--- src/rtl/shuffle_permutation_generator_core_defines.svh ---
// Assertion helpers shared by the permutation generator RTL.
`ifndef SHUFFLE_PERMUTATION_GENERATOR_CORE_DEFINES_SVH
`define SHUFFLE_PERMUTATION_GENERATOR_CORE_DEFINES_SVH

// Same-cycle implication, disabled while reset is asserted.
`define SPG_ASSERT_IMP(lbl, clk, rst_n, ante, cons, msg) \
    lbl: assert property (@(posedge clk) disable iff (!(rst_n)) (ante) |-> (cons)) \
        else $error(msg);

// Next-cycle implication, disabled while reset is asserted.
`define SPG_ASSERT_NXT(lbl, clk, rst_n, ante, cons, msg) \
    lbl: assert property (@(posedge clk) disable iff (!(rst_n)) (ante) |=> (cons)) \
        else $error(msg);

`endif

--- src/rtl/spg_queue.sv ---
`default_nettype none

module spg_queue #(
    parameter int WIDTH = 8
) (
    input  wire logic             i_clk,
    input  wire logic             i_rst_n,
    input  wire logic             i_push,
    input  wire logic [WIDTH-1:0] i_data,
    output logic                  o_full,
    output logic                  o_valid,
    output logic [WIDTH-1:0]      o_data,
    input  wire logic             i_pop
);

    logic [WIDTH-1:0] r_mem [2];
    logic             r_wr_ptr;
    logic             r_rd_ptr;
    logic [1:0]       r_count;

    assign o_full  = (r_count == 2'd2);
    assign o_valid = (r_count != 2'd0);
    assign o_data  = r_mem[r_rd_ptr];

    // Pointer and occupancy bookkeeping.
    always_ff @(posedge i_clk) begin
        if (!i_rst_n) begin
            r_wr_ptr <= 1'b0;
            r_rd_ptr <= 1'b0;
            r_count  <= 2'd0;
        end else begin
            if (i_push) begin
                r_wr_ptr <= ~r_wr_ptr;
            end
            if (i_pop) begin
                r_rd_ptr <= ~r_rd_ptr;
            end
            if (i_push && !i_pop) begin
                r_count <= r_count + 2'd1;
            end else if (!i_push && i_pop) begin
                r_count <= r_count - 2'd1;
            end
        end
    end

    // Entry storage.
    always_ff @(posedge i_clk) begin
        if (i_push) begin
            r_mem[r_wr_ptr] <= i_data;
        end
    end

endmodule

`default_nettype wire

--- config.mk ---
export PLATFORM = sky130hd
export DESIGN_NAME = spg_queue
export DESIGN_NICKNAME = d
export VERILOG_FILES = /design/src/rtl/shuffle_permutation_generator_core_defines.svh /design/src/rtl/spg_queue.sv
export SDC_FILE = /design/constraint.sdc
export NUM_CORES = 1
export LEC_CHECK = 0
export BUFFER_PORTS_ARGS = -buffer_cell sky130_fd_sc_hd__buf_2
export CORE_MARGIN = 3
export CORE_UTILIZATION = 48
export CTS_CLUSTER_SIZE = 25
export DETAILED_ROUTE_END_ITERATION = 8
export HOLD_SLACK_MARGIN = 0.15
export PLACE_DENSITY = 0.85
export REMOVE_ABC_BUFFERS = 1
export SYNTH_ARGS = -nofsm -noshare
export SYNTH_HDL_FRONTEND = slang
export SYNTH_SLANG_ARGS = --single-unit
--- constraint.sdc ---
create_clock -name i_clk -period 1.59 [get_ports i_clk]
set_clock_uncertainty 0.1 [all_clocks]
set_input_delay 0.159 -clock i_clk [delete_from_list [all_inputs] [get_ports i_clk]]
set_output_delay 0.159 -clock i_clk [all_outputs]
set_load 0.01 [all_outputs]
### Yosys cells after proc, flatten, opt, wreduce, memory -nomap -nowiden

Memories as Yosys holds them, arrays and structs flattened. A register that Yosys moved wholly into a read port is not among the register bits.
Cells that the tools add are included.

| operators by class | value |
|---|---|
| $add $sub $neg | 2 |
| equal/unequal tests | 1 |
| mux-type cells | 6 |
| bitwise gates (word level) | 2 |
| reductions and logical operators | 6 |

Operators by type and width:

| cell | number |
|---|---|
| $mux W1 | 4 |
| $mux W2 | 2 |
| $reduce_bool A2 Y1 | 2 |
| $add A2 B1 Y2 const B | 1 |
| $eq A2 B2 Y1 const B | 1 |
| $logic_and A1 B1 Y1 | 2 |
| $logic_not A1 Y1 | 2 |
| $not A1 Y1 | 2 |
| $sub A2 B1 Y2 const B | 1 |

| storage, ports and cells | value |
|---|---|
| flip-flop bits (word level) | 4 |
| RAM bits | 16 |
| input port bits | 12 |
| output and inout bits | 10 |
| word-level logic and storage cells | 21 |
| memories | 1 |

Memories:

| memory | words | bits a word | read ports | clocked after Yosys merged registers in | wr ports | RTL line | source |
|---|---|---|---|---|---|---|---|
| r_mem | 2 | 8 | 1 | 1 | 1 | spg_queue.sv:16 | `logic [WIDTH-1:0] r_mem [2];` |

### Logic depth before layout (Yosys ltp)

Gate-level depths: netlist of run 1.

| logic depth | value |
|---|---|
| word-level depth | 4 |
| depth in mapped cells | 5 |

### Worst setup path before layout of run 1

OpenSTA, ideal clock, no wires.

| timing | value |
|---|---|
| kind | flip-flop to flip-flop |
| start | register r_wr_ptr |
| end | memory r_mem[0][0] (enable) |
| arrival | 730 ps |
| required time | 1,115 ps |
| setup slack | 386 ps |
| cell stages (with the launch flop) | 2 |
| buffers on the path | 0 |
| period minus slack after synthesis | 1,204 ps |
| cells stage by stage | dfxtp_1 nor2b_1 |

RTL lines:

| what | RTL line | source |
|---|---|---|
| from (decl) | spg_queue.sv:17 | `logic r_wr_ptr;` |
| from (signal assigned) | spg_queue.sv:33 | `r_wr_ptr <= ~r_wr_ptr;` |
| to (decl) | spg_queue.sv:16 |  |

Straight into the memory's write port.

### Final worst setup path of run 1

| timing | value |
|---|---|
| start | input i_pop |
| end | register r_count[1] |

| between the ends | value |
|---|---|
| longest elaborated chain between the ends | 3 |

RTL lines:

| what | RTL line | source |
|---|---|---|
| from (decl) | spg_queue.sv:13 | `input wire logic i_pop` |
| $logic_not A1 Y1 | spg_queue.sv:38 | `if (i_push && !i_pop) begin` |
| $logic_and A1 B1 Y1 | spg_queue.sv:38 |  |
| $mux W2 or $reduce_bool A2 Y1 (tied branches) | - |  |
| to (signal assigned) | spg_queue.sv:39 | `r_count <= r_count + 2'd1;` |
| to (signal assigned) | spg_queue.sv:41 | `r_count <= r_count - 2'd1;` |
| to (decl) | spg_queue.sv:19 | `logic [1:0] r_count;` |

Parallel ways exist; a longest one is shown, timed or not.
A chain may end at the register's enable or synchronous reset.

==> reports/metrics.cfg, run 1 <==
[logic_synthesis]
synth_edf_count=16
ys_top_cells_by_area=edfxtp_1 (60%), dfxtp_1 (13%), mux2_2 (11%)
ys.flop_type=edfxtp_1
synth.yosys.seq_area_share_pct=72.8
synth_area_um2=797
syn_inst=47
synth-seq-cells=21
async_flop_share_pct=0
yosysMostFrequentCell=edfxtp_1
ys_types=16
yosysTopAreaCell=edfxtp_1
synth_top_area_share_pct=60.3
avgSynthCellArea_um2=17.0
synth_common_cells=edfxtp_1 (16), mux2_2 (8), dfxtp_1 (5)
ys_warn_count=0

[routing]
routedWlPerCell_um=12.2
ant_nets=0
drt_iter0_drc=9
wl_um=1200
num_vias=476
viasPerCell=4.81
first_pass_iters=2
post-route-drc-count=0

[timing]
finalCritPeriodShare_pct=95.5
rsz0062_at_grt=false
tightest_slew_ns=0.385
setup_slack_ns=0.0711
relSlewSlack_pct=74.3
fin_setup_tns_ns=0
timing.hold.ws_ns=0.234
finalSetupViolCount=0
fmax_ghz=0.658
hold_violations=0
min_period_ns=1.52
slew_viol_final=0

[clock_tree]
cts_root_buf=clkbuf_4
path_clk_slew_ns=0.11
numCtsBuffers=3
clock_sinks=21
cts_tree=built
clk_latency_ns=0.29
htree_levels=1
clockBufferDepth=2

[pwr]
p_sw_w=0.000235
clockPowerShare_pct=22.9
power_switching_share_pct=22.3
power_frac_seq_pct=61.5
powerDensity_nw_per_um2=993
leakage_nw=0.436
ir_drop_mv=0.748
p_comb_share_pct=15.6
p_int_w=0.000820

[run_status]
status=completed

[setup_path]
critPathCapture=r_count[1]
rr_worst_depth=3
worstReg2RegEnd=r_wr_ptr
critPathBufInv=3
crit_type=input port to flop
worstPathArrival_ns=1.65
crit_path_max_fanout=3
crit_family=buffers and inverters
regToRegSetupSlack_ns=0.10
cpPeakStageDelay_ns=0.51
r2r-start=r_wr_ptr
worstPathRequired_ns=1.72
path_depth=6
crit_path_start_kind=input port
end_kind=flop
worstSetupStartpoint=i_pop
cp_slowest_cell=dlygate4sd3_1
cp_cell_sequence=dlygate4sd3_1, buf_2, inv_1, ha_1, or3_1, a21boi_1

[layout]
drive_gt1_share_pct=44.6
multi_input_area_um2=208
antennaDiodeCount=0
fin_nets=97
ff_latch_area_um2=582
nFillCells=121
syn_to_final_growth_pct=33.4
utilization_pct=69.0

[floorplanning]
core_um2=1540
ios=22
die_area_um2=2190
die_w_um=46.8
start_util_pct=51.7
dieHeight_um=46.8
rows=14

[job]
maxCapViolations=0

[grt]
groute.usage.overall_pct=12.8
grt_pass1_wl_um=1920
antenna_found_initial=0
grt_max_degree=13
grt_pass1_vias=479
grt_overflow=0

[worst_hold_path]
hp-class=input port to flop

[place]
io_buffers=21
dpl.hpwl_um=810
place_congestion=0.645
post-place-ws_ns=0.280

## layer usage
layer	track usage, %	vias to the layer above	routed length (um)	part of all wire [%]
met3	3.45	2	80	6.7
met2	22.5	16	596	50
li1	-	244	-	-
met1	14.2	214	510	42
met5	0	-	0	0
met4	6.63	0	15	1.2
## logic make-up after synthesis
kind of cell | after synthesis | share of synthesized area [%]
multiplexers | 8 | 11.3
buffers and inverters | 2 | 1.10
adder cells (fa/ha/maj) | 1 | 1.57
flip-flops | 21 | 72.8
AND/OR/NAND/NOR | 9 | 7.38
XOR/XNOR | 3 | 3.30
AO/OA/AOI/OAI | 3 | 2.51
## cells in the final DEF, fill, tap and decap left out, drive strengths merged, types with 2 or more instances in the layout
cell,synthesis,routed
edfxtp,16,16
nor2b,2,2
clkbuf,0,3
mux2,8,8
and2,4,4
xor2,2,2
dlygate4sd3,0,11
dfxtp,5,5
buf,1,22
## power groups by stage
stage               Combinational, W  Sequential [W]  Clock (W)
finish                      0.000164        0.000649   0.000242
CTS                         0.000166        0.000650   0.000250
global route                0.000183        0.000655   0.000282
global placement            0.000140        0.000660          0
floorplan                  0.0000890        0.000656          0
detailed placement          0.000144        0.000662          0
## per-stage QoR
step                instance area (um2)  total power (W)  cells
floorplan                           792         0.000745     46
global placement                    925         0.000800     84
detailed placement                  925         0.000806     84
CTS                                1060          0.00107     99
global route                       1060          0.00112     99
finish                             1060          0.00106     99
## registers in the layout (all words and copies together) (netlist names), named ones only
name      flops
r_rd_ptr      1
r_mem        16
r_count       2
r_wr_ptr      1
## worst reg2reg max path, delay by kind of cell, from the launching register on
kind                   cells  cell delay, ns
buffers and inverters      1            0.54
AOI/OAI and AO/OA          1            0.18
and+or+nand+nor            1            0.29
DFF                        1            0.33
## layout make-up
cell class | count | area share [%]
inverters | 1 | 0.353
clock inverters | 1 | 0.471
flip-flops and latches | 21 | 54.7
repair buffers | 33 | 20.9
well taps | 16 | 1.88
clock buffers | 3 | 2.12
multi-input cells | 24 | 19.5
## worst min path at each step
stage                   to  cells after the start  slack (ns)      start
2_1_floorplan  r_mem[0][0]                      0        0.16  i_data[0]
3_3_place_gp   r_mem[1][3]                      1        0.25  i_data[3]
3_5_place_dp   r_mem[1][7]                      1        0.25  i_data[7]
4_1_cts        r_mem[0][5]                      2        0.23     i_push
5_1_grt        r_mem[0][5]                      2        0.22     i_push
6_report       r_mem[0][5]                      2        0.23     i_push
## what timing repair did
action	CTS	global route
endpoints found under the setup margin	8	0
setup buffers	0	0
hold endpoints to repair	21	0
hold buffers	11	0
gates resized for setup	1	0
(Power assumes the default switching activity.)
==> inputs of run 2 (changes only) <==
--- a/config.mk
+++ b/config.mk
@@ -6,12 +6,14 @@
 export NUM_CORES = 1
 export LEC_CHECK = 0
 export BUFFER_PORTS_ARGS = -buffer_cell sky130_fd_sc_hd__buf_2
+export CELL_PAD_IN_SITES_DETAIL_PLACEMENT = 0
+export CELL_PAD_IN_SITES_GLOBAL_PLACEMENT = 1
 export CORE_MARGIN = 3
-export CORE_UTILIZATION = 48
+export CORE_UTILIZATION = 40
 export CTS_CLUSTER_SIZE = 25
 export DETAILED_ROUTE_END_ITERATION = 8
 export HOLD_SLACK_MARGIN = 0.15
-export PLACE_DENSITY = 0.85
+export PLACE_DENSITY = 0.86
 export REMOVE_ABC_BUFFERS = 1
 export SYNTH_ARGS = -nofsm -noshare
 export SYNTH_HDL_FRONTEND = slang
==> reports/metrics.cfg, run 2 (synthesis gave the netlist of run 1 again) <==
[clock_tree]
cts_root_buf=clkbuf_4
path_clk_slew_ns=0.10  ; about the same
clock_sinks=21  ; unchanged
clk_latency_ns=0.29  ; about the same
numCtsBuffers=3  ; unchanged
htree_levels=1  ; unchanged
clockBufferDepth=2  ; unchanged
postCtsSetupRepairBufs=0  ; unchanged
cts_tree=built

[timing]
finalCritPeriodShare_pct=95.5  ; about the same
slew_viol_final=0  ; unchanged
finalSetupViolCount=0  ; unchanged
fin_setup_tns_ns=0  ; unchanged
hold_violations=0  ; unchanged
tightest_slew_ns=0.359  ; -0.0262 ns
fmax_ghz=0.658  ; about the same
relSlewSlack_pct=76.1  ; +1.7 points
rsz0062_at_grt=false
min_period_ns=1.52  ; +0.000142 ns

[floorplanning]
start_util_pct=44.2  ; -7.5 points
die_w_um=50.6  ; +8.3%
core_um2=1800  ; +17%
rows=15  ; +1
ios=22  ; unchanged
dieHeight_um=50.6  ; +8.3%
die_area_um2=2560  ; +17%

[grt]
antenna_found_initial=0  ; unchanged
grt_pass1_vias=482  ; +0.63%
grt_pass1_wl_um=2010  ; +5.0%
grt_overflow=0  ; unchanged
grt_max_degree=12  ; -1
groute.usage.overall_pct=10.6  ; -2.3 points

[layout]
antennaDiodeCount=0  ; unchanged
final_cells=108  ; +9.1%
mostFrequentLayoutCell=buf_2
reg_top3=r_mem: 16 flops, r_count: 2 flops
fin_nets=97  ; unchanged
design_area_um2=1090  ; +2.1%
regMostFlops=r_mem
mostFrequentLayoutCells=buf_2 (21), edfxtp_1 (16), dlygate4sd3_1 (11), mux2_2 (8)
drive_gt1_share_pct=44.6  ; unchanged
syn_to_final_growth_pct=36.3
nFillCells=169  ; +40%
largest_reg_flops=16  ; unchanged

[pwr]
leakage_nw=0.432  ; -0.97%
ir_drop_mv=0.711  ; -5.0%
powerDensity_nw_per_um2=973  ; -2.0%
total_power_w=0.00106  ; about the same

[setup_path]
crit_path_max_fanout=3  ; unchanged
worstReg2RegEnd=r_count[1]
regToRegSetupSlack_ns=0.46  ; +0.36 ns
cp_cell_sequence=dlygate4sd3_1, buf_2, inv_1, ha_4, or3_1, a21boi_1
rr_worst_depth=3  ; unchanged
crit_path_start_kind=input port
end_kind=flop
worstPathArrival_ns=1.64  ; about the same
cpPeakStageDelay_ns=0.54  ; +0.03 ns
r2r-start=r_count[0]
crit_type=input port to flop
cp_slowest_cell=dlygate4sd3_1
worstPathRequired_ns=1.71  ; about the same

[routing]
routedWlPerCell_um=11.4  ; -6.4%
wl_um=1230  ; +2.1%
viasPerCell=4.45  ; -7.4%
num_vias=481  ; +1.1%
ant_nets=0  ; unchanged
first_pass_iters=4  ; +2
drt_iter0_drc=7  ; -2
post-route-drc-count=0  ; unchanged

[place]
place_area_um2=936  ; +1.2%
place_congestion=0.640  ; -0.78%
dp.cells=93  ; +11%
io_buffers=21  ; unchanged

[worst_hold_path]
hold_path_startpoint=r_count[1]
min_path_cells=2  ; unchanged
hold_end=r_count[1]
hp-class=flop to flop

[run_status]
status=completed

[job]
maxCapViolations=0  ; unchanged

## run 2: worst max path at each step
| stage | start | slack (ns) | endpoint | cells past startpoint |
|---|---|---|---|---|
| 2_1_floorplan | r_wr_ptr | 0.39 | r_mem[0][0] | 1 |
| 3_3_place_gp | flop | 0.29 | o_data[3] | 2 |
| 3_5_place_dp | i_push | 0.28 | r_count[1] | 4 |
| 4_1_cts | i_push | 0.03 | r_count[1] | 5 |
| 5_1_grt | flop | 0.03 | o_data[5] | 2 |
| 6_report | i_pop | 0.07 | r_count[1] | 6 |
## run 2: stage by stage
stage	util, %	setup slack, ns	hold slack [ns]
finish	60.3	0.0710	0.407
floorplan	-	0.386	0.158
global route	60.3	0.0291	0.451
detailed placement	51.9	0.276	0.250
global placement	51.9	0.295	0.248
CTS	59.6	0.0287	0.412
## run 2: layout make-up
type	count	area, um2	share of cell area, %
timing repair buffer	33	223	20.5
clock buffer	4	26.3	2.42
tap	25	31.3	2.88
multi-input combinational	24	220	20.3
sequential	21	582	53.6
inverter	1	3.75	0.346
## run 2: critical path, delay by kind of cell
family,cells,cell delay (ns)
buffers and inverters,3,0.76
and+or+nand+nor,1,0.36
adders and majority gates,1,0.21
AOI/OAI and AO/OA,1,0.15
## run 2: power breakdown
part           total [W]  switching, W  internal (W)
combinational   0.000169     0.0000686      0.000101
sequential      0.000649     0.0000203      0.000628
clock           0.000238      0.000141     0.0000973
## run 2: what timing repair did
| item | 4_1_cts | 5_1_grt |
|---|---|---|
| hold buffers | 11 | 0 |
| endpoints found under the hold margin | 21 | 0 |
| resized for setup | 1 | 1 |
| setup endpoints to repair | 8 | 1 |
## run 2: per-layer routing
layer / GRT usage (%) / part of all wire (%)
met2: 20.0 / 54
met3: 2.97 / 3.9
met4: 4.04 / 0.98
met5: 0 / 0
met1: 10.8 / 41
