<file path="src/rtl/shuffle_permutation_generator_core_defines.svh">
// Assertion helpers shared by the permutation generator RTL.
`ifndef SHUFFLE_PERMUTATION_GENERATOR_CORE_DEFINES_SVH
`define SHUFFLE_PERMUTATION_GENERATOR_CORE_DEFINES_SVH

// Same-cycle implication, disabled while reset is asserted.
`define SPG_ASSERT_IMP(lbl, clk, rst_n, ante, cons, msg) \
    lbl: assert property (@(posedge clk) disable iff (!(rst_n)) (ante) |-> (cons)) \
        else $error(msg);

// Next-cycle implication, disabled while reset is asserted.
`define SPG_ASSERT_NXT(lbl, clk, rst_n, ante, cons, msg) \
    lbl: assert property (@(posedge clk) disable iff (!(rst_n)) (ante) |=> (cons)) \
        else $error(msg);

`endif

</file>
<file path="src/rtl/spg_pkg.sv">
`default_nettype none

package spg_pkg;

    // Field widths of the stream and register payloads.
    localparam int DRAW_W  = 10;
    localparam int ELEM_W  = 10;
    localparam int CFG_W   = 11;
    localparam int TDATA_W = 16;
    localparam int TUSER_W = 2;

    // Bit positions of the flags in the output tuser.
    localparam int USER_IS_ONE    = 0;
    localparam int USER_RANGE_ERR = 1;

    // Register port.
    localparam int APB_ADDR_W = 3;
    localparam int APB_DATA_W = 32;
    localparam logic REG_IDX_PERM_LENGTH = 1'b0;
    localparam logic REG_IDX_ONES_COUNT  = 1'b1;
    localparam logic [CFG_W-1:0] PERM_LENGTH_RST = 11'd1024;
    localparam logic [CFG_W-1:0] ONES_COUNT_RST  = 11'd0;

    // Round tag stored beside each pool entry; a wrap forces a clearing sweep.
    localparam int EPOCH_W = 8;

    // Sweep request from the front end to the back end.
    typedef struct packed {
        logic req;
    } t_sweep_ctl;

    // Sweep status from the back end.
    typedef struct packed {
        logic active;
        logic done;
    } t_sweep_stat;

endpackage

`default_nettype wire

</file>
<file path="src/rtl/spg_front.sv">
`default_nettype none

module spg_front #(
    parameter int MAX_LENGTH = 1024,
    localparam int IW = $clog2(MAX_LENGTH),
    localparam int ITEM_W = 2 * IW + spg_pkg::EPOCH_W + 2
) (
    input  wire logic                           i_clk,
    input  wire logic                           i_rst_n,
    // Register port
    input  wire logic                           i_psel,
    input  wire logic                           i_penable,
    input  wire logic                           i_pwrite,
    input  wire logic [spg_pkg::APB_ADDR_W-1:0] i_paddr,
    input  wire logic [spg_pkg::APB_DATA_W-1:0] i_pwdata,
    output logic [spg_pkg::APB_DATA_W-1:0]      o_prdata,
    // Draw requests
    input  wire logic                           i_tvalid,
    output logic                                o_tready,
    input  wire logic [spg_pkg::TDATA_W-1:0]    i_tdata,
    // Queue toward the back end
    output logic                                o_push,
    output logic [ITEM_W-1:0]                   o_item,
    input  wire logic                           i_q_full,
    // Sweep control and shared settings
    output spg_pkg::t_sweep_ctl                 o_sweep,
    input  wire spg_pkg::t_sweep_stat           i_sweep,
    output logic [spg_pkg::CFG_W-1:0]           o_ones
);

    import spg_pkg::*;

    localparam int CW = $clog2(MAX_LENGTH + 1);
    localparam int LW = (CW > CFG_W) ? CW : CFG_W;
    localparam int XW = (CW > DRAW_W) ? CW : DRAW_W;

    logic [CFG_W-1:0]   r_perm_len;
    logic [CFG_W-1:0]   r_ones;
    logic [CW-1:0]      r_remain;
    logic [EPOCH_W-1:0] r_epoch;

    logic               cfg_wr;
    logic               fresh;
    logic               need_sweep;
    logic               accept;
    logic               in_range;
    logic [LW-1:0]      pl_x;
    logic [LW-1:0]      eff_x;
    logic [CW-1:0]      count;
    logic [CW-1:0]      last;
    logic [XW-1:0]      idx_x;
    logic [EPOCH_W-1:0] epoch_use;
    logic               last_of_round;

    // Register writes and reads; the address selects by its word bit.
    assign cfg_wr = i_psel & i_penable & i_pwrite;

    always_ff @(posedge i_clk) begin
        if (!i_rst_n) begin
            r_perm_len <= PERM_LENGTH_RST;
            r_ones     <= ONES_COUNT_RST;
        end else if (cfg_wr) begin
            unique case (i_paddr[2])
                REG_IDX_PERM_LENGTH: r_perm_len <= i_pwdata[CFG_W-1:0];
                REG_IDX_ONES_COUNT:  r_ones     <= i_pwdata[CFG_W-1:0];
                default:             r_ones     <= r_ones;
            endcase
        end
    end

    always_comb begin
        unique case (i_paddr[2])
            REG_IDX_PERM_LENGTH: o_prdata = APB_DATA_W'(r_perm_len);
            REG_IDX_ONES_COUNT:  o_prdata = APB_DATA_W'(r_ones);
            default:             o_prdata = '0;
        endcase
    end

    assign o_ones = r_ones;

    // Round length, clamped to the supported range.
    assign pl_x  = LW'(r_perm_len);
    assign eff_x = (pl_x == '0) ? LW'(1) :
                   (pl_x > LW'(MAX_LENGTH)) ? LW'(MAX_LENGTH) : pl_x;

    // Classify the incoming draw against the remaining pool.
    assign fresh      = (r_remain == '0);
    assign count      = fresh ? CW'(eff_x) : r_remain;
    assign last       = count - CW'(1);
    assign idx_x      = XW'(i_tdata[DRAW_W-1:0]);
    assign in_range   = idx_x < XW'(count);
    assign epoch_use  = fresh ? (r_epoch + EPOCH_W'(1)) : r_epoch;
    assign last_of_round = in_range && (last == '0);

    // A new round cannot start on an exhausted tag; wait for the sweep.
    assign need_sweep  = fresh && (r_epoch == '1);
    assign o_sweep.req = need_sweep;

    assign o_tready = !need_sweep && !i_q_full;
    assign accept   = i_tvalid && o_tready;
    assign o_push   = accept;
    assign o_item   = {epoch_use, !in_range, last_of_round, last[IW-1:0], idx_x[IW-1:0]};

    // Pool count and round tag.
    always_ff @(posedge i_clk) begin
        if (!i_rst_n) begin
            r_remain <= '0;
            r_epoch  <= '1;
        end else begin
            if (accept && in_range) begin
                r_remain <= last;
                if (fresh) begin
                    r_epoch <= epoch_use;
                end
            end else if (i_sweep.done) begin
                r_epoch <= '0;
            end
        end
    end

endmodule

`default_nettype wire

</file>
<file path="config.mk">
export PLATFORM = sky130hd
export DESIGN_NAME = spg_front
export DESIGN_NICKNAME = d
export VERILOG_FILES = /design/src/rtl/shuffle_permutation_generator_core_defines.svh /design/src/rtl/spg_pkg.sv /design/src/rtl/spg_front.sv
export SDC_FILE = /design/constraint.sdc
export NUM_CORES = 1
export LEC_CHECK = 0
export BUFFER_PORTS_ARGS = -buffer_cell sky130_fd_sc_hd__buf_2
export CAP_MARGIN = 15
export CORE_MARGIN = 2
export CORE_UTILIZATION = 25
export DETAILED_ROUTE_END_ITERATION = 10
export GPL_TIMING_DRIVEN = 0
export SYNTH_ARGS = -nofsm -noshare
export SYNTH_HDL_FRONTEND = slang
export SYNTH_SLANG_ARGS = --single-unit
</file>
<file path="constraint.sdc">
create_clock -name i_clk -period 3.6 [get_ports i_clk]
set_input_delay 0.54 -clock i_clk [delete_from_list [all_inputs] [get_ports i_clk]]
set_output_delay 0.54 -clock i_clk [all_outputs]
set_load 0.01 [all_outputs]
</file>
== Word level (Yosys, flattened, before mapping) ==
Index checks and enable logic that the tools add are counted.

* Logic and storage cells: 36
* Bits of input ports: 60
* Flip-flop bits (word level): 41

* $add $sub $neg: 2
* Reduce and logical (&&, ||, !) cells: 15
* Equality and inequality tests: 2
* Mux-type cells: 8
* Magnitude comparators: 2
* Bitwise operators: 3

{| class="wikitable"
|+ Operator list
! cell !! count
|-
| $pmux 32 s2 || 1
|-
| $logic_not 11->1 || 3
|-
| $mux 11 || 3
|-
| $mux 8 || 4
|-
| $gt 11x11->1 const B || 1
|-
| $lt 10x11->1 || 1
|-
| $sub 11x1->11 const B || 1
|-
| $add 8x1->8 const B || 1
|-
| $eq 8x8->1 const B || 1
|-
| $reduce_and 2->1 || 3
|-
| $logic_and 1x1->1 || 5
|-
| $logic_not 1->1 || 3
|-
| $and 1x1->1 || 2
|-
| $ne 2x2->1 const B || 1
|-
| $reduce_bool 2->1 || 1
|-
| $not 1->1 || 1
|}

== Logic depth before layout (Yosys ltp) ==
Gate-level depths: netlist (run 1).

* Word-level depth: 8
* Depth in mapped cells: 14
* Gate-level depth less buffers: 11

== Worst setup path before layout (run 1) ==
OpenSTA, ideal clock, no wires.

* Path kind: register to output
* Start: register r_remain[5]
* End: output o_item[20]
* Path slack: 0.293 ns
* Buffers on the path: 2
* Arrival: 2.767 ns
* Required time: 3.060 ns
* Stages on the path, launching flop included: 14
* Cell sequence: dfxtp_1 buf_4 nor3_1 nand4_2 nor2_1 nor2_1 ha_1 nand3b_1 o2bb2ai_1 a22oi_1 nand2_1 or4_1 nor4_2 buf_4

* Cells in the longest elaborated chain, start to end: 5
* Elaborated cells on any way between the ends: 6

{| class="wikitable"
|+ Ends and longest elaborated chain
! item !! RTL line !! RTL
|-
| start: declaration || spg_front.sv:39 || <nowiki>logic [CW-1:0] r_remain;</nowiki>
|-
| start signal: assignment || spg_front.sv:111 || <nowiki>r_remain <= last;</nowiki>
|-
| $logic_not 11->1 || spg_front.sv:87 || <nowiki>assign fresh = (r_remain == '0);</nowiki>
|-
| $mux 11 || spg_front.sv:88 || <nowiki>assign count = fresh ? CW'(eff_x) : r_remain;</nowiki>
|-
| $sub 11x1->11 || spg_front.sv:89 || <nowiki>assign last = count - CW'(1);</nowiki>
|-
| via last[0] || spg_front.sv:50 || <nowiki>logic [CW-1:0] last;</nowiki>
|-
| $logic_not 11->1 || spg_front.sv:93 || <nowiki>assign last_of_round = in_range && (last == '0);</nowiki>
|-
| $logic_and 1x1->1 || spg_front.sv:93 ||
|-
| end: declaration || spg_front.sv:23 || <nowiki>output logic [ITEM_W-1:0] o_item,</nowiki>
|}

The timed path passes the listed nets, and every way through them passes these cells.

== Worst setup path in the final report (run 1) ==
* Start: register r_remain[7]
* End: output o_item[20]

Same word-level chain as after synthesis.

==> results of run 1 <==
timing repair:
item	CTS	global route
pin swaps	18	7
gates resized for setup	48	6
buffers inserted	23	4
endpoints found under the setup margin	2	2
per-stage QoR:
step / hold slack (ns) / utilization (%)
4_1_cts: 0.474 / 35.5
3_3_place_gp: 0.453 / 31.5
5_1_grt: 0.503 / 36.0
6_report: 0.470 / 36.0
3_5_place_dp: 0.465 / 31.5
2_1_floorplan: 0.483 / -
kinds of logic (layout without fill, tap and decap cells):
family	Yosys count	count (layout)	synth area share [%]
muxes	24	24	8.65
adders and majority gates	12	12	5.11
xor gates and xnor gates	13	13	3.88
other	1	21	0.128
and+or+nand+nor	137	137	23.6
DFF	41	41	27.9
AOI/OAI and AO/OA	67	67	14.6
buffers and inverters	75	190	16.2
critical path, stage by stage (launching register included):
cell and delay [ns]:
dfxtp_4 0.36, nor4_4 0.32, buf_4 0.18, nand4_4 0.12
buf_4 0.17, buf_4 0.13, buf_4 0.15, a21oi_2 0.14
nor2_2 0.07, xnor2_2 0.16, or4_4 0.53, nor4_2 0.27
buf_4 0.15, buf_6 0.09
cell type report:
| type | count | area, sq um | share of cell area [%] |
|---|---|---|---|
| timing repair buffer | 110 | 638 | 15.5 |
| sequential | 41 | 848 | 20.6 |
| clock inverter | 1 | 5.00 | 0.121 |
| tap | 143 | 179 | 4.33 |
| inverter | 14 | 52.6 | 1.27 |
| clock buffer | 5 | 125 | 3.03 |
| multi-input combinational | 274 | 1840 | 44.7 |
| buffer | 60 | 435 | 10.5 |
final timing paths:
kind | end | slack (ns) | start
worst max-delay path | o_item[20] | -0.07 | r_remain[7]
worst min-delay path | o_ones[10] | 0.47 | o_ones[10]
worst max register to register | r_epoch[6] | 0.39 | r_remain[7]
worst min register to register | o_ones[10] | 0.47 | o_ones[10]
power by group:
part	internal, W	leakage (nW)	switching (W)
sequential	0.000564	0.342	0.000124
clock	0.000248	0.0655	0.000171
combinational	0.00151	1.45	0.00157
total	0.00232	1.86	0.00186
routing by layer:
metal,up-vias,GRT usage (%),wire length (microns)
met2,149,23.2,4190
met5,-,0,0
met4,0,3.25,147
met3,17,3.24,705
met1,1363,17.3,3830
li1,1488,-,-
synth_stat cells, types with 4 or more instances:
cell	n
nand2_1	56
buf_4	47
dfxtp_1	41
a21oi_1	33
nor2_1	31
inv_1	14
mux2i_1	13
ha_1	12
xnor2_1	11
mux2_2	10
nor3_1	10
clkbuf_1	7
nand3_1	7
nand4_1	7
o21ai_0	7
o211ai_1	6
nand2b_1	5
a31oi_1	4
sequential cells by signal (all words and copies together), names as in the netlist:
signal / flops
o_ones: 11
r_epoch: 8
pl_x: 11
r_remain: 11
==> impl_metrics.env, run 1 <==
export IMPL_outcome="finished, violations left"
export IMPL_violations="negative setup slack"
export IMPL_wl_per_cell_microns=13.7
export IMPL_die_w_microns=112
export IMPL_fin_ws_ns=-0.0746
export IMPL_num_rows=39
export IMPL_powerDensity_nw_per_um2=1010
export IMPL_cts_sinks=41
export IMPL_ys_top_cells_by_area="dfxtp_1, buf_4, nand2_1"
export IMPL_root_buffer="clkbuf_16"
export IMPL_die_y_microns=112
export IMPL_setup_violations_final=1
export IMPL_endpoint_kind="primary output"
export IMPL_fmax_ghz=0.272
export IMPL_placedInstanceArea_sq_um=3610
export IMPL_n_antenna_cell=0
export IMPL_htreeDepth=2
export IMPL_drv_cap=0
export IMPL_synth_largest_area_cell="dfxtp_1"
export IMPL_place_congestion=0.855
export IMPL_synth_cells=370
export IMPL_layout_common_cells="buf_2, buf_4, nand2_1"
export IMPL_reg2reg_depth=12
export IMPL_cts_clk_slew_worst_paths_ns=0.06
export IMPL_drt_initial_drc_count=208
export IMPL_hold_path_depth=2
export IMPL_cp_max_fo=7
export IMPL_p_leak_nw=1.86
export IMPL_initial_core_util_pct=25.6
export IMPL_holdBufCountCts=0
export IMPL_hold_class="reg -> reg"
export IMPL_syn2layout_area_growth_pct=40.5
export IMPL_grt_max_degree=12
export IMPL_via_per_inst=4.66
export IMPL_grt_usage_pct=13.6
export IMPL_report_final_slew_viol_count=0
export IMPL_finalHoldViolCount=0
export IMPL_post_route_min_period_ns=3.67
export IMPL_synth_edf_count=0
export IMPL_arrival_ns=3.13
export IMPL_grt_antenna_before_repair=0
export IMPL_netlist_area_sq_um=2940
export IMPL_clock_tree_buffer_depth=2
export IMPL_cp_data_required_time_ns=3.06
export IMPL_fin_worst_skew_ns=0.00605
export IMPL_yosysTopAreaCellShare_pct=27.9
export IMPL_worst_pin_slew_ns=0.553
export IMPL_fin_nets=578
export IMPL_port_buffers=83
export IMPL_ant_nets=0
export IMPL_firstDrtPassIters=5
export IMPL_dpl_hpwl_mm=6.63
export IMPL_vdd_drop_max_v=0.000696
export IMPL_yosysWarnings=0
export IMPL_ys_ff_latch=41
export IMPL_vias=3017
export IMPL_grt_pass1_vias=2845
export IMPL_grt_pass1_wl_mm=13.9
export IMPL_fin_crit_sh_pct=102
export IMPL_mostFrequentLayoutCell="buf_2"
export IMPL_cts_tree="built"
export IMPL_setup_tns_ns=-0.0746
export IMPL_cp_start_kind="flop"
export IMPL_fp_dieArea_sq_um=12600
export IMPL_wl_mm=8.88
export IMPL_ys_seq_area_share_pct=27.9
export IMPL_syn_mean_instance_area_sq_um=7.94
export IMPL_cts_buffers=5
export IMPL_total_power_w=0.00418
export IMPL_gr_total_overflow=0
export IMPL_clk_latency_ns=0.28
export IMPL_rsz0062_at_grt="yes"
export IMPL_ys_types=48
export IMPL_post_place_cells=616
export IMPL_pre_cts_slack_ns=-0.344
export IMPL_drive_above_1_share_pct=43.6
export IMPL_synthFlopType="dfxtp_1"
export IMPL_final_cell_area_sq_um=4130
export IMPL_ios=136
export IMPL_n_fill_cell=1166
export IMPL_crit_type="reg -> out"
export IMPL_maxSlewHeadroom_pct=63.1
export IMPL_core_area_sq_um=11500
export IMPL_final_cells=648
export IMPL_drc=0
export IMPL_synthArstFlopShare_pct=0
(Power assumes the default switching activity.)
==> run 2, diff against run 1 <==
--- a/config.mk
+++ b/config.mk
@@ -11,6 +11,7 @@
 export CORE_UTILIZATION = 25
 export DETAILED_ROUTE_END_ITERATION = 10
 export GPL_TIMING_DRIVEN = 0
+export MAX_ROUTING_LAYER = met4
 export SYNTH_ARGS = -nofsm -noshare
 export SYNTH_HDL_FRONTEND = slang
 export SYNTH_SLANG_ARGS = --single-unit
==> run 2 against run 1 <==
The flow still finishes with violations (negative setup slack). Clock power about the same. Critical path depth unchanged. Register-to-register slack about the same. Cell count unchanged. Wire length increased by 0.50%. Largest power group unchanged.
==> impl_metrics.env, run 2 (synthesis gave the netlist of run 1 again) <==
export IMPL_setup_violations_final=1
export IMPL_report_final_slew_viol_count=0
export IMPL_outcome="finished, violations left"
export IMPL_vias=3029
export IMPL_fin_ws_ns=-0.0782
export IMPL_endpoint_kind="primary output"
export IMPL_cts_buffers=5
export IMPL_initial_core_util_pct=25.6
export IMPL_holdBufCountCts=0
export IMPL_hold_end="o_ones[10]"
export IMPL_fin_worst_skew_ns=0.00595
export IMPL_cp_start_kind="flop"
export IMPL_fmax_ghz=0.272
export IMPL_ff2ff_setup_slack_ns=0.38
export IMPL_clk_latency_ns=0.28
export IMPL_grt_max_degree=12
export IMPL_p_leak_nw=1.86
export IMPL_fin_util_pct=36.0
export IMPL_drive_above_1_share_pct=43.6
export IMPL_cpMostUsedCell="buf_4"
export IMPL_place_congestion=0.868
export IMPL_switching_share_pct=44.7
export IMPL_cp_data_required_time_ns=3.06
export IMPL_violations="negative setup slack"
export IMPL_syn2layout_area_growth_pct=40.5
export IMPL_powerDensity_nw_per_um2=1020
export IMPL_dpl_hpwl_mm=6.63
export IMPL_pwr_share_comb_pct=73.6
export IMPL_cp_max_fo=7
export IMPL_vdd_drop_max_v=0.000696
export IMPL_worstPathCellList="nor4_4, buf_4, nand4_4, buf_4, buf_4, buf_4, a21oi_2, nor2_2, xnor2_2, or4_4, nor4_2, buf_4, buf_6"
export IMPL_gr_total_overflow=0
export IMPL_reg2reg_depth=12
export IMPL_p_switching_w=0.00187
export IMPL_rr_endpoint="r_epoch[6]"
export IMPL_max_stage_delay_ns=0.53
export IMPL_p_int_w=0.00232
export IMPL_post_route_min_period_ns=3.68
export IMPL_pre_cts_slack_ns=-0.344
export IMPL_whs_ns=0.470
export IMPL_power_frac_seq_pct=16.4
export IMPL_layout_common_cells="buf_2, buf_4, nand2_1"
export IMPL_drt_initial_drc_count=229
export IMPL_rsz0062_at_grt="yes"
export IMPL_wl_mm=8.92
export IMPL_fin_nets=578
export IMPL_core_area_sq_um=11500
export IMPL_crit_family="simple AND/OR/NAND/NOR gates"
export IMPL_grt_pass1_vias=2845
export IMPL_hold_class="reg -> reg"
export IMPL_arrival_ns=3.14
export IMPL_die_w_microns=112
export IMPL_timing_rr_start="r_remain[7]"
export IMPL_final_cells=648
export IMPL_htreeDepth=2
export IMPL_die_y_microns=112
export IMPL_worst_pin_slew_ns=0.552
export IMPL_n_antenna_cell=0
export IMPL_firstDrtPassIters=5
export IMPL_clock_tree_buffer_depth=2
export IMPL_maxSlewHeadroom_pct=63.2
export IMPL_root_buffer="clkbuf_16"
export IMPL_mostFrequentLayoutCell="buf_2"
export IMPL_finalHoldViolCount=0
export IMPL_fp_dieArea_sq_um=12600
export IMPL_grt_usage_pct=14.0
export IMPL_drc=0
export IMPL_wl_per_cell_microns=13.8
export IMPL_crit_type="reg -> out"
export IMPL_slowest_stage="or4_4"
export IMPL_ant_nets=0
export IMPL_cts_clk_slew_worst_paths_ns=0.06
export IMPL_grt_antenna_before_repair=0
export IMPL_drv_cap=0
export IMPL_fin_crit_sh_pct=102
export IMPL_hold_path_depth=2
export IMPL_port_buffers=83
export IMPL_critical_path_buf_inv_count=6
export IMPL_cts_sinks=41
export IMPL_post_place_cells=616
export IMPL_ios=136
export IMPL_cts_tree="built"
export IMPL_num_rows=39
export IMPL_via_per_inst=4.67
export IMPL_setup_tns_ns=-0.0782
export IMPL_power_frac_clock_pct=10.0
export IMPL_hp_start="o_ones[10]"
export IMPL_grt_pass1_wl_mm=13.9
run 2: cell counts in the layout (fill, tap and decap cells not counted):
No cell type changed its count.
run 2: power groups by stage:
stage               combinational (W)  sequential, W  clock [W]
finish                        0.00309       0.000688   0.000417
global placement              0.00241       0.000656          0
floorplan                     0.00175       0.000634          0
CTS                           0.00295       0.000684   0.000426
detailed placement            0.00245       0.000661          0
global route                  0.00332       0.000699   0.000442
run 2: worst max-delay path by stage:
| stage | startpoint | to | cells after the start |
|---|---|---|---|
| after global placement | r_remain[0] | o_item[20] | 13 |
| after global routing | r_remain[7] | o_item[20] | 14 |
| after detailed placement | r_remain[0] | o_item[20] | 13 |
| final | r_remain[7] | o_item[20] | 13 |
| after CTS | r_remain[9] | o_item[20] | 14 |
| after floorplan | r_remain[5] | o_item[20] | 13 |
run 2: metal layers:
metal / GRT usage (%) / up-vias / wire length, microns
met3: 3.24 / 20 / 683
li1: - / 1489 / -
met4: 3.25 / 0 / 170
met1: 17.4 / 1359 / 3930
met2: 23.2 / 161 / 4140
met5: - / - / 0
run 2: repair_timing:
action                                  in CTS  in global routing
pin swaps                                   18                  7
gates resized for setup                     48                  6
endpoints found under the setup margin       2                  3
buffers inserted                            23                  4
run 2: cell type report:
type                       instances  area (sq um)
timing repair buffer             110           638
multi-input combinational        274          1840
clock buffer                       5           125
sequential                        41           848
clock inverter                     1          5.00
fill                            1166          7340
tap                              143           179
buffer                            60           435
inverter                          14          52.6
run 2: per-stage QoR:
| stage | total power, W | area, sq um |
|---|---|---|
| floorplan | 0.00238 | 3010 |
| global placement | 0.00307 | 3610 |
| detailed placement | 0.00311 | 3610 |
| CTS | 0.00406 | 4080 |
| global route | 0.00446 | 4130 |
| finish | 0.00419 | 4130 |
run 2: worst min-delay path, cell delays in order, from the launching register on:
cell and delay, ns:
dfxtp_1 0.32, nand2_1 0.06, a21oi_1 0.05
